<file path="src/design/tfsr_pkg.sv">
`timescale 1ns / 1ps
// ----------------------------------------------------------------------------
// tfsr_pkg
// Shared types, codes and helpers for the three-finger swipe recognizer.
// ----------------------------------------------------------------------------
package tfsr_pkg;

  // Gesture geometry
  localparam int FINGERS    = 3;
  localparam int COORD_BITS = 16;
  localparam int THR_W      = 16;
  localparam int SUM_W      = COORD_BITS + $clog2(FINGERS + 1);
  localparam int LIM_W      = THR_W + $clog2(FINGERS + 1);
  localparam int CMP_W      = ((SUM_W > LIM_W) ? SUM_W : LIM_W) + 1;

  localparam logic [2:0]       COUNT_MAX  = 3'd7;
  localparam logic [THR_W-1:0] THR_RESET  = 16'd320;

  // Configuration port
  localparam int PADDR_W  = 3;
  localparam int PDATA_W  = 32;
  localparam logic [0:0] REG_MOVE_THRESHOLD = 1'b0;

  // Event kinds
  localparam logic [2:0] OP_DOWN   = 3'd0;
  localparam logic [2:0] OP_MOTION = 3'd1;
  localparam logic [2:0] OP_UP     = 3'd2;
  localparam logic [2:0] OP_FRAME  = 3'd3;
  localparam logic [2:0] OP_CANCEL = 3'd4;

  // Result status
  localparam logic [2:0] ST_IGNORE = 3'd0;
  localparam logic [2:0] ST_BEGIN  = 3'd1;
  localparam logic [2:0] ST_UPDATE = 3'd2;
  localparam logic [2:0] ST_FINISH = 3'd3;
  localparam logic [2:0] ST_CANCEL = 3'd4;

  // Directions
  localparam logic [2:0] DIR_NONE  = 3'd0;
  localparam logic [2:0] DIR_LEFT  = 3'd1;
  localparam logic [2:0] DIR_RIGHT = 3'd2;
  localparam logic [2:0] DIR_UP    = 3'd3;
  localparam logic [2:0] DIR_DOWN  = 3'd4;

  typedef logic [COORD_BITS-1:0] coord_t;
  typedef coord_t [FINGERS-1:0]  pts_t;
  typedef logic [SUM_W-1:0]      sum_t;

  typedef struct packed {
    logic [2:0]  op;
    logic [2:0]  slot;
    logic [15:0] pos_x;
    logic [15:0] pos_y;
  } evt_t;

  typedef struct packed {
    logic [2:0] status;
    logic [2:0] recent_direction;
    logic [2:0] overall_direction;
  } res_t;

  // Coordinate sum over all finger slots
  function automatic sum_t sum_pts(input pts_t v);
    sum_t s;
    s = '0;
    for (int i = 0; i < FINGERS; i++) begin
      s = s + SUM_W'(v[i]);
    end
    return s;
  endfunction

endpackage

</file>
<file path="src/design/tfsr_cfg.sv">
`timescale 1ns / 1ps
// ----------------------------------------------------------------------------
// tfsr_cfg
// APB register block holding the move threshold.
// ----------------------------------------------------------------------------
module tfsr_cfg import tfsr_pkg::*; (
  input  logic               clk,
  input  logic               rst,
  input  logic               psel,
  input  logic               penable,
  input  logic               pwrite,
  input  logic [PADDR_W-1:0] paddr,
  input  logic [PDATA_W-1:0] pwdata,
  output logic [PDATA_W-1:0] prdata,
  output logic               pready,
  output logic [THR_W-1:0]   move_threshold
);

  logic hit;

  assign pready = 1'b1;
  assign hit    = (paddr[2:2] == REG_MOVE_THRESHOLD);

  // Threshold register
  always_ff @(posedge clk) begin
    if (rst) begin
      move_threshold <= THR_RESET;
    end else if (psel && penable && pwrite && hit) begin
      move_threshold <= pwdata[THR_W-1:0];
    end
  end

  // Read back
  assign prdata = hit ? PDATA_W'(move_threshold) : '0;

endmodule

</file>
<file path="src/design/tfsr_dir.sv">
`timescale 1ns / 1ps
// ----------------------------------------------------------------------------
// tfsr_dir
// Classifies the shift between two coordinate-sum pairs as a direction.
// ----------------------------------------------------------------------------
module tfsr_dir import tfsr_pkg::*; (
  input  sum_t             a_x,
  input  sum_t             a_y,
  input  sum_t             b_x,
  input  sum_t             b_y,
  input  logic [LIM_W-1:0] limit,
  output logic [2:0]       dir
);

  logic [SUM_W:0]   dx, dy;
  logic [SUM_W-1:0] mx, my;
  logic [CMP_W-1:0] total;
  logic             dx_pos, dy_pos;

  // Signed differences and magnitudes
  assign dx = {1'b0, b_x} - {1'b0, a_x};
  assign dy = {1'b0, b_y} - {1'b0, a_y};
  assign mx = dx[SUM_W] ? SUM_W'(~dx + 1'b1) : dx[SUM_W-1:0];
  assign my = dy[SUM_W] ? SUM_W'(~dy + 1'b1) : dy[SUM_W-1:0];
  assign dx_pos = !dx[SUM_W] && (dx != '0);
  assign dy_pos = !dy[SUM_W] && (dy != '0);
  assign total  = CMP_W'(mx) + CMP_W'(my);

  // Manhattan length against the limit, then dominant axis
  always_comb begin
    if (total < CMP_W'(limit)) begin
      dir = DIR_NONE;
    end else if (mx > my) begin
      dir = dx_pos ? DIR_RIGHT : DIR_LEFT;
    end else begin
      dir = dy_pos ? DIR_DOWN : DIR_UP;
    end
  end

endmodule

</file>
<file path="src/design/tfsr_core.sv">
`timescale 1ns / 1ps
// ----------------------------------------------------------------------------
// tfsr_core
// Gesture state: finger count, flags, point sets, and the per-event update.
// ----------------------------------------------------------------------------
module tfsr_core import tfsr_pkg::*; (
  input  logic             clk,
  input  logic             rst,
  input  logic             step,
  input  evt_t             evt,
  input  logic [THR_W-1:0] move_threshold,
  output res_t             res
);

  logic [2:0] finger_count, finger_count_next;
  logic       cancelled_flag, cancelled_flag_next;
  logic       started_flag, started_flag_next;
  logic [2:0] direction_reg, direction_reg_next;
  pts_t       start_x, start_y, ref_x, ref_y, cur_x, cur_y;
  pts_t       start_x_next, start_y_next, ref_x_next, ref_y_next;
  pts_t       cur_x_next, cur_y_next;

  logic [LIM_W-1:0] limit;
  logic [2:0]       cnt_inc, cnt_dec, frame_dir, overall_dir;
  logic             slot_ok, clear_after;
  logic [2:0]       status;
  coord_t           px, py;

  assign limit   = LIM_W'(move_threshold) * LIM_W'(FINGERS);
  assign cnt_inc = (finger_count != COUNT_MAX) ? finger_count + 3'd1 : finger_count;
  assign cnt_dec = (finger_count != 3'd0) ? finger_count - 3'd1 : finger_count;
  assign slot_ok = (32'(evt.slot) < 32'(FINGERS));
  assign px      = evt.pos_x[COORD_BITS-1:0];
  assign py      = evt.pos_y[COORD_BITS-1:0];

  // Frame shift: reference points to current points
  tfsr_dir u_frame_dir (
    .a_x   (sum_pts(ref_x)),
    .a_y   (sum_pts(ref_y)),
    .b_x   (sum_pts(cur_x)),
    .b_y   (sum_pts(cur_y)),
    .limit (limit),
    .dir   (frame_dir)
  );

  // Overall shift: start points to current points, after this event
  tfsr_dir u_overall_dir (
    .a_x   (sum_pts(start_x_next)),
    .a_y   (sum_pts(start_y_next)),
    .b_x   (sum_pts(cur_x_next)),
    .b_y   (sum_pts(cur_y_next)),
    .limit (limit),
    .dir   (overall_dir)
  );

  // Event handling
  always_comb begin
    finger_count_next   = finger_count;
    cancelled_flag_next = cancelled_flag;
    started_flag_next   = started_flag;
    direction_reg_next  = direction_reg;
    start_x_next        = start_x;
    start_y_next        = start_y;
    ref_x_next          = ref_x;
    ref_y_next          = ref_y;
    cur_x_next          = cur_x;
    cur_y_next          = cur_y;
    status              = ST_IGNORE;
    clear_after         = 1'b0;

    case (evt.op)
      OP_DOWN: begin
        finger_count_next = cnt_inc;
        if (!cancelled_flag) begin
          if ((32'(cnt_inc) <= 32'(FINGERS)) && slot_ok) begin
            for (int i = 0; i < FINGERS; i++) begin
              if (32'(evt.slot) == i) begin
                start_x_next[i] = px;
                start_y_next[i] = py;
              end
            end
          end
          if (32'(cnt_inc) == 32'(FINGERS)) begin
            started_flag_next = 1'b1;
            ref_x_next        = start_x_next;
            ref_y_next        = start_y_next;
            cur_x_next        = start_x_next;
            cur_y_next        = start_y_next;
            status            = ST_BEGIN;
          end else if (32'(cnt_inc) > 32'(FINGERS)) begin
            cancelled_flag_next = 1'b1;
            status              = ST_CANCEL;
          end
        end
      end
      OP_MOTION: begin
        if (!cancelled_flag && started_flag && slot_ok) begin
          for (int i = 0; i < FINGERS; i++) begin
            if (32'(evt.slot) == i) begin
              cur_x_next[i] = px;
              cur_y_next[i] = py;
            end
          end
        end
      end
      OP_UP: begin
        finger_count_next = cnt_dec;
        if (cnt_dec == 3'd0) begin
          if (!cancelled_flag && started_flag && (direction_reg != DIR_NONE)) begin
            status = ST_FINISH;
          end
          clear_after = 1'b1;
        end
      end
      OP_FRAME: begin
        if (!cancelled_flag && started_flag && (frame_dir != DIR_NONE)) begin
          ref_x_next         = cur_x;
          ref_y_next         = cur_y;
          direction_reg_next = frame_dir;
          status             = ST_UPDATE;
        end
      end
      OP_CANCEL: begin
        cancelled_flag_next = 1'b1;
        status              = ST_CANCEL;
      end
      default: begin
      end
    endcase
  end

  // Result reflects state before the end-of-gesture clear
  assign res.status            = status;
  assign res.recent_direction  = direction_reg_next;
  assign res.overall_direction = started_flag_next ? overall_dir : DIR_NONE;

  // State registers
  always_ff @(posedge clk) begin
    if (rst) begin
      finger_count   <= 3'd0;
      cancelled_flag <= 1'b0;
      started_flag   <= 1'b0;
      direction_reg  <= DIR_NONE;
      start_x        <= '0;
      start_y        <= '0;
      ref_x          <= '0;
      ref_y          <= '0;
      cur_x          <= '0;
      cur_y          <= '0;
    end else if (step) begin
      finger_count <= finger_count_next;
      if (clear_after) begin
        cancelled_flag <= 1'b0;
        started_flag   <= 1'b0;
        direction_reg  <= DIR_NONE;
        start_x        <= '0;
        start_y        <= '0;
        ref_x          <= '0;
        ref_y          <= '0;
        cur_x          <= '0;
        cur_y          <= '0;
      end else begin
        cancelled_flag <= cancelled_flag_next;
        started_flag   <= started_flag_next;
        direction_reg  <= direction_reg_next;
        start_x        <= start_x_next;
        start_y        <= start_y_next;
        ref_x          <= ref_x_next;
        ref_y          <= ref_y_next;
        cur_x          <= cur_x_next;
        cur_y          <= cur_y_next;
      end
    end
  end

endmodule

</file>
<file path="src/design/three_finger_swipe_recognizer_unit.sv">
`timescale 1ns / 1ps
// ----------------------------------------------------------------------------
// three_finger_swipe_recognizer_unit
// Touch-event gesture recognizer for three-finger swipes.
// ----------------------------------------------------------------------------
// Each touch event word produces exactly one result word. An event is taken
// into an input register and processed combinationally by the gesture state
// logic as it moves into the output register, which sets res_valid. The block
// sustains one event per clock while res_ready does not hold a result in the
// output register. The input register and the output register are separate
// stages, so a new event can still enter an empty input register while a
// finished result waits for res_ready. The user must write the move threshold
// over the APB port only while no event is in flight; the block does not enforce it.
// ----------------------------------------------------------------------------
module three_finger_swipe_recognizer_unit import tfsr_pkg::*; (
  input  logic               clk,
  input  logic               rst,
  // event channel
  input  logic               evt_valid,
  output logic               evt_ready,
  input  evt_t               evt,
  // result channel
  output logic               res_valid,
  input  logic               res_ready,
  output res_t               res,
  // configuration
  input  logic               psel,
  input  logic               penable,
  input  logic               pwrite,
  input  logic [PADDR_W-1:0] paddr,
  input  logic [PDATA_W-1:0] pwdata,
  output logic [PDATA_W-1:0] prdata,
  output logic               pready
);

  logic             in_full;
  evt_t             in_word;
  logic             advance;
  res_t             step_res;
  logic [THR_W-1:0] move_threshold;

  tfsr_cfg u_cfg (
    .clk            (clk),
    .rst            (rst),
    .psel           (psel),
    .penable        (penable),
    .pwrite         (pwrite),
    .paddr          (paddr),
    .pwdata         (pwdata),
    .prdata         (prdata),
    .pready         (pready),
    .move_threshold (move_threshold)
  );

  // Word moves from input register to output register
  assign advance   = in_full && (!res_valid || res_ready);
  assign evt_ready = !in_full || advance;

  // Input register
  always_ff @(posedge clk) begin
    if (rst) begin
      in_full <= 1'b0;
    end else if (evt_ready) begin
      in_full <= evt_valid;
    end
  end

  always_ff @(posedge clk) begin
    if (evt_valid && evt_ready) begin
      in_word <= evt;
    end
  end

  tfsr_core u_core (
    .clk            (clk),
    .rst            (rst),
    .step           (advance),
    .evt            (in_word),
    .move_threshold (move_threshold),
    .res            (step_res)
  );

  // Output register
  always_ff @(posedge clk) begin
    if (rst) begin
      res_valid <= 1'b0;
    end else if (advance) begin
      res_valid <= 1'b1;
    end else if (res_ready) begin
      res_valid <= 1'b0;
    end
  end

  always_ff @(posedge clk) begin
    if (advance) begin
      res <= step_res;
    end
  end

endmodule

</file>
<file path="config.mk">
export PLATFORM = sky130hd
export DESIGN_NAME = three_finger_swipe_recognizer_unit
export DESIGN_NICKNAME = d
export VERILOG_FILES = /design/src/design/tfsr_pkg.sv /design/src/design/tfsr_cfg.sv /design/src/design/tfsr_dir.sv /design/src/design/tfsr_core.sv /design/src/design/three_finger_swipe_recognizer_unit.sv
export SDC_FILE = /design/constraint.sdc
export NUM_CORES = 2
export LEC_CHECK = 0
export BUFFER_PORTS_ARGS = -buffer_cell sky130_fd_sc_hd__buf_2
export CORE_MARGIN = 3
export CORE_UTILIZATION = 55
export CTS_BUF_LIST = sky130_fd_sc_hd__clkbuf_2 sky130_fd_sc_hd__clkbuf_4 sky130_fd_sc_hd__clkbuf_8
export DETAILED_ROUTE_END_ITERATION = 6
export PLACE_DENSITY = 0.78
export SYNTH_ARGS = -nofsm -noshare
export SYNTH_HDL_FRONTEND = slang
export SYNTH_SLANG_ARGS = --single-unit
</file>
<file path="constraint.sdc">
create_clock -name clk -period 14.5 [get_ports clk]
set_input_delay 2.175 -clock clk [delete_from_list [all_inputs] [get_ports clk]]
set_output_delay 2.175 -clock clk [all_outputs]
set_load 0.03 [all_outputs]
</file>
* Word-level counts from Yosys, hierarchy flattened
Cells that the tools add are included.
** Operators by class
- $add $sub $neg :: 28
- Multipliers :: 1
- $lt $le $gt $ge :: 7
- Eq/ne operators :: 11
- Multiplexer cells :: 78
- Bitwise gates (word level) :: 6
- Reductions and logical operators :: 41
** Operators by type and width (count)
- two-way mux 48 bit :: 24
- case mux 48 bit (2 select lines) :: 4
- two-way mux 16 bit :: 13
- adder 18 x 16 -> 18 bit :: 8
- adder 16 x 16 -> 17 bit :: 8
- nonzero test 19 bit :: 4
- subtractor 18 x 18 -> 19 bit :: 4
- adder 18 x 1 -> 18 bit, second input constant :: 4
- two-way mux 18 bit :: 4
- NOT 18 bit :: 4
- two-way mux 3 bit :: 14
- adder 18 x 18 -> 19 bit :: 2
- less-than comparator 19 x 18 -> 1 bit :: 2
- > comparator 18 bit :: 2
- multiplier 16 x 2 -> 18 bit, second input constant :: 1
- nonzero test 3 bit :: 5
- logical AND 1 bit :: 14
- equality test 3 x 2 -> 1 bit, second input constant :: 4
- two-way mux 1 bit :: 12
- case mux 3 bit (4 select lines) :: 1
- zero test 3 bit :: 3
- two-way mux 2 bit :: 4
- zero test 1 bit :: 7
- equality test 3 x 1 -> 1 bit, second input constant :: 2
- other kinds (16) :: 22
** Storage, ports and cells
- Bits in registers :: 361
- Input port bits :: 80
- Output and inout bits :: 44
- Word-level logic and storage cells :: 204

* Longest topological paths before layout
- Word-level depth :: 17
- Depth in mapped cells :: 58
- Mapped depth without buffers :: 56

* Hierarchy
A second synthesis with hierarchy kept.
** Second synthesis, totals
- Cell total of the unflattened synthesis :: 4345
- Area, all modules :: 35655.4 sq um
** Modules (own cells, without submodules)
- tfsr_core :: times used 1, cells an instance 2925, area each 24382.1 sq um, sequential area each 5925.7 sq um
- tfsr_dir (u_core.u_frame_dir) :: times used 1, cells an instance 636, area each 4418.0 sq um, sequential area each 0.0 sq um
- tfsr_dir (u_core.u_overall_dir) :: times used 1, cells an instance 621, area each 4362.9 sq um, sequential area each 0.0 sq um
- three_finger_swipe_recognizer_unit :: times used 1, cells an instance 57, area each 1515.2 sq um, sequential area each 1451.4 sq um
- tfsr_cfg :: times used 1, cells an instance 106, area each 977.2 sq um, sequential area each 320.3 sq um

* Worst setup path after synthesis
Ideal clock, no wire load.
- Path kind :: register to register
- Start point :: register in_word[32] (netlist bit)
- End point :: register res[0] (netlist bit) (data pin)
- Library setup time :: 0.255 ns
- Arrival time :: 9.959 ns
- Required time :: 14.245 ns
- Slack :: 4.286 ns
- Cell stages (with the launch flop) :: 55
- Path buffers :: 3
- Period minus slack after synthesis :: 10.214 ns
- Path through :: edfxtp_1 clkbuf_1 nor3_1 nand2_1 or3_1 clkbuf_1 clkbuf_1 mux2_2 ha_1 inv_1 fa_1 nor2b_1 o21ai_0 a21boi_0 o21ai_0 a21oi_1 a41o_1 o41a_1 [... 19 more ...] o211ai_1 a21boi_0 o31ai_1 a21oi_1 a21o_1 a21oi_1 xnor2_1 ha_1 nand4_1 nor2_1 nor2_1 nand2_1 a21oi_1 o31ai_1 a31oi_1 a2bb2oi_1 or2b_1 o21ba_1
** On the way
- Longest elaborated chain between the ends :: 15
- Elaborated cells between the ends (all ways) :: 61
- Those cells by class :: 13 x add/sub; 3 x order compare; 2 x eq/ne; 31 x mux; 2 x bitwise; 10 x reduce/logical
** Ends and longest elaborated chain
- start, declared :: line three_finger_swipe_recognizer_unit.sv:37 : evt_t in_word;
- start signal, assigned :: line three_finger_swipe_recognizer_unit.sv:70 : in_word <= evt;
- less-than comparator 3 x 2 -> 1 bit (tied with other cells) :: line tfsr_core.sv:32 : assign slot_ok = (32'(evt.slot) < 32'(FINGERS));
- logical AND 1 bit / two-way mux 16 bit (equally long branches) :: line tfsr_core.sv:75, tfsr_core.sv:77
- two-way mux 48 bit :: line tfsr_core.sv:75 : if ((32'(cnt_inc) <= 32'(FINGERS)) && slot_ok) begin
- two-way mux 48 bit :: line tfsr_core.sv:83 : if (32'(cnt_inc) == 32'(FINGERS)) begin
- two-way mux 48 bit :: line tfsr_core.sv:74 : if (!cancelled_flag) begin
- case mux 48 bit (2 select lines) :: line tfsr_core.sv:71 : case (evt.op)
- adder 16 x 16 -> 17 bit :: line tfsr_pkg.sv:67 : s = s + SUM_W'(v[i]);
- adder 18 x 16 -> 18 bit :: line tfsr_pkg.sv:67
- subtractor 18 x 18 -> 19 bit (on tied branches) :: line tfsr_dir.sv:21, tfsr_dir.sv:22
- NOT 18 bit (on tied branches) :: line tfsr_dir.sv:23, tfsr_dir.sv:24
- adder 18 x 1 -> 18 bit (on tied branches) :: line tfsr_dir.sv:23, tfsr_dir.sv:24
- two-way mux 18 bit (on tied branches) :: line tfsr_dir.sv:23, tfsr_dir.sv:24
- adder 18 x 18 -> 19 bit :: line tfsr_dir.sv:27 : assign total = CMP_W'(mx) + CMP_W'(my);
- less-than comparator 19 x 18 -> 1 bit :: line tfsr_dir.sv:31 : if (total < CMP_W'(limit)) begin
- OR reduction 2 bit (no source line)
- end signal, assigned :: line three_finger_swipe_recognizer_unit.sv:96 : res <= step_res;
- end, declared :: line three_finger_swipe_recognizer_unit.sv:25 : output res_t res,
Parallel ways exist; a longest one is shown, timed or not.
A chain may end at the register's enable or synchronous reset.

* Worst setup path in the final report
- Start point :: register u_core.finger_count[0]
- End point :: register res[0] (netlist bit) (data pin)
** On the way
- Longest elaborated chain between the ends :: 17
- Elaborated cells between the ends (all ways) :: 51
- Those cells by class :: 14 x add/sub; 3 x order compare; 2 x eq/ne; 21 x mux; 3 x bitwise; 8 x reduce/logical
** Ends and longest elaborated chain
- start, declared :: line tfsr_core.sv:15 : logic [2:0] finger_count, finger_count_next;
- start signal, assigned :: line tfsr_core.sv:151 : finger_count <= finger_count_next;
- adder 3 x 1 -> 3 bit / != test 3 bit (equally long branches) :: line tfsr_core.sv:30 : assign cnt_inc = (finger_count != COUNT_MAX) ? finger_count + 3'd1 : finger_count;
- two-way mux 3 bit (*) :: line tfsr_core.sv:30
- <= comparator 3 x 2 -> 1 bit :: line tfsr_core.sv:75
- logical AND 1 bit :: line tfsr_core.sv:75
- two-way mux 48 bit :: line tfsr_core.sv:75
- two-way mux 48 bit :: line tfsr_core.sv:83
- two-way mux 48 bit :: line tfsr_core.sv:74
- case mux 48 bit (2 select lines) :: line tfsr_core.sv:71
- adder 16 x 16 -> 17 bit :: line tfsr_pkg.sv:67
- adder 18 x 16 -> 18 bit :: line tfsr_pkg.sv:67
- subtractor 18 x 18 -> 19 bit (on tied branches) :: line tfsr_dir.sv:21, tfsr_dir.sv:22
- NOT 18 bit (on tied branches) :: line tfsr_dir.sv:23, tfsr_dir.sv:24
- adder 18 x 1 -> 18 bit (on tied branches) :: line tfsr_dir.sv:23, tfsr_dir.sv:24
- two-way mux 18 bit (on tied branches) :: line tfsr_dir.sv:23, tfsr_dir.sv:24
- adder 18 x 18 -> 19 bit :: line tfsr_dir.sv:27
- less-than comparator 19 x 18 -> 1 bit :: line tfsr_dir.sv:31
- OR reduction 2 bit (no source line)
Every way passes the cells marked *; elsewhere a longest branch is shown, timed or not.

==> metrics.csv <==
stage,metric,value,unit
run_status,status,"complete, no violations",
worst_setup_path,Crit path arrival time,13480,ps
synthesis,"Distinct cells, synth",88,
clock_tree,CTS Buffer Depth,3,
timing,Slew HR,16.5,%
detailed_routing,via count of the routed design,35900,
pwr,Pwr per Cell Area,95.6,nW/um^2
synthesis,Cells after Synth,4771,
synthesis,yosys warns,0,
global_routing,antenna violations before repair,1,
timing,Tcrit/Tclk final,89.9,%
placement,Port Buffers,88,
floorplanning,Initial Util,56.0,%
synthesis,sequential cell area fraction in the yosys report,20.8,%
final_layout,"Area growth, synth to finish",6.36,%
worst_setup_path,Critical Path RT,14950,ps
final_layout,multi-input logic area,27600,sq um
worst_setup_path,Reg-to-Reg Start,u_core.finger_count[0]$_SDFFE_PP0P_,
pwr,VDD IR max,0.0902,mV
detailed_routing,DRC Markers,0,
timing,setup TNS,0,ps
detailed_routing,final wirelength,113,mm
floorplanning,DIE WIDTH,266,microns
final_layout,"commonest non-fill, non-tap cell in the layout",nand2_1,
global_routing,grt ovf,0,
clock_tree,"Reg clk slew, reported paths",60,ps
global_routing,pin count of the biggest net entering global routing,214,
clock_tree,total CTS buffers,72,
clock_tree,Setup Buffers After CTS,0,
detailed_routing,Post-DRT Antenna Nets,0,
final_layout,register area,7700,sq um
global_routing,global-route wire length before repair,176,mm
floorplanning,core region area,66200,sq um
timing,Hold Slack,452,ps
pwr,Leak,0.0178,uW
timing,fmax,76.7,MHz
placement,dpl ws,1830,ps
worst_setup_path,CP Class,reg -> reg,
worst_setup_path,crit end category,register,
flow_run,Max-cap violations,0,
clock_tree,Root Driver,clkbuf_8,
final_layout,layout cells sized above 1,8.18,%
clock_tree,H-tree depth,3,
worst_setup_path,CP max-delay cell,o41ai_1,
hold_path,Hold Path Origin,u_core.ref_y[18]$_SDFFE_PP0P_,
synthesis,mapped cell area,37100,sq um
detailed_routing,WL/cell,20.1,microns
final_layout,final non-filler cell area,39400,sq um
synthesis,Main synth FF type,dfxtp_1,
timing,Final min period,13030,ps
detailed_routing,vias per cell,6.40,
timing,Final Hold Fails,0,
worst_setup_path,CP Launch Point,u_core.finger_count[0]$_SDFFE_PP0P_,
floorplanning,full die area,70600,sq um
placement,DPL Wire Length,83.5,mm
synthesis,Mean Syn Cell Area,7.77,sq um
global_routing,Overall Global Routing Usage,30.6,%
timing,setup violators final,0,
detailed_routing,Starting DRT DRC Count,3827,
hold_path,worst min path class,reg -> reg,
clock_tree,clock sinks,361,
clock_tree,CTS tree,yes,
worst_setup_path,Worst path top cell family by delay,compound AO/OA/AOI/OAI gates,
final_layout,"commonest cells after routing, fill and taps aside","nand2_1 (570), ha_1 (459), nor2_1 (407)",
timing,RSZ-0062 raised after global routing,false,
worst_setup_path,Slowest Stage Delay on Critical Path,750,ps
worst_setup_path,startpoint types,register,
clock_tree,hold buffers post-CTS,0,
placement,Placement Cell Area,37900,sq um
synthesis,number of synthesized register bits,361,
global_routing,vias in the first global route,32600,
floorplanning,Die H,266,microns
final_layout,fill cell count,6002,
detailed_routing,iteration count of the initial detailed-routing pass,7,
clock_tree,post-cts gate resize count,0,
timing,Worst Clk Skew,62.2,ps
worst_setup_path,worst-path maximum fanout,64,
timing,Worst Tran Pin Value,1250,ps
timing,final worst setup slack,1470,ps
timing,max-slew violation count,0,
floorplanning,Row Count,94,
synthesis,Post-synth EDFFs,47,
synthesis,Post-synth ARST share,0,%
clock_tree,Worst-Skew Late Latency,690,ps
worst_setup_path,most frequent cell on the critical path,a21oi_1,
placement,Placer Congestion,0.956,
final_layout,fin nets,5261,
worst_setup_path,CP bufs+invs,3,
floorplanning,I/O pins,124,
final_layout,post-layout util,59.6,%
==> kinds of logic after synthesis <==
logic type / share of synthesized area [%]
simple gates: 17.9
fa+ha+maj: 16.7
mux: 4.69
buf+inv: 5.16
flops: 20.8
other cells: 0.0203
xor+xnor: 8.76
compound gates: 26.0
==> worst paths after layout <==
kind                                                       to  slack [ps]  cells after the start
worst max-delay path                     res[0]$_SDFFCE_PP0P_        1470                     52
worst max register to register           res[0]$_SDFFCE_PP0P_        1470                     52
worst min register to register  u_core.ref_y[18]$_SDFFE_PP0P_         450                      2
worst min-delay path            u_core.ref_y[18]$_SDFFE_PP0P_         450                      2
==> final cells by class <==
| cell class | instances | share of cell area, % |
|---|---|---|
| clock inverter | 21 | 0.565 |
| sequential | 361 | 19.5 |
| clock buffer | 107 | 3.32 |
| multi-input combinational | 3935 | 70.0 |
| tap | 864 | 2.74 |
| timing repair buffer | 119 | 1.83 |
| inverter | 210 | 2.00 |
| antenna | 4 | 0.0254 |
==> layer usage <==
metal  wire length, microns  GRT usage, %  vias to the layer above
met5                      0             0                        -
met4                   3020          9.62                        0
met3                  13300          7.63                      208
met2                  47700          45.7                     1739
met1                  48800          43.4                    16800
li1                       -             -                    17200
==> power by group <==
part	switching, uW	internal (uW)
sequential	23.3	1030
combinational	941	630
clock	499	650
==> cell usage after synthesis (all sizes together) (10+ instances only) <==
cell,count,area [sq um]
o21ai,226,1130
nand2,571,2140
clkbuf,233,875
mux2,94,1060
o31a,13,116
a21oi,346,1740
xor2,109,955
nor2,409,1540
buf,47,250
nand2b,36,225
nand4,21,131
fa,23,460
a221oi,11,103
xnor2,262,2290
nor2b,70,438
or3,31,199
o2111ai,105,920
a211oi,33,248
nand3,138,691
o41ai,10,95.1
mux2i,68,681
nor3,100,500
o21a,59,443
inv,210,788
and3,25,156
a311oi,12,105
a21o,86,646
o21bai,54,405
a22oi,228,1710
ha,459,5740
o211ai,24,180
o221ai,62,543
a21boi,13,97.6
nor4,10,62.6
a31oi,36,231
edfxtp,47,1410
a31o,11,96.3
o31ai,21,163
a211o,16,140
and2,27,169
dfxtp,314,6290
==> per-stage QoR <==
stage / total power [uW] / cells
floorplan: 2260 / 4786
global placement: 2580 / 5489
detailed placement: 2610 / 5489
CTS: 3760 / 5617
global route: 4020 / 5621
finish: 3770 / 5621
==> worst min-delay path, stage by stage (launching register included) <==
cell and delay, ps:
dfxtp_1 310, nand2_1 50, a21oi_1 50
No activity file was read; power rests on OpenSTA's default activity.
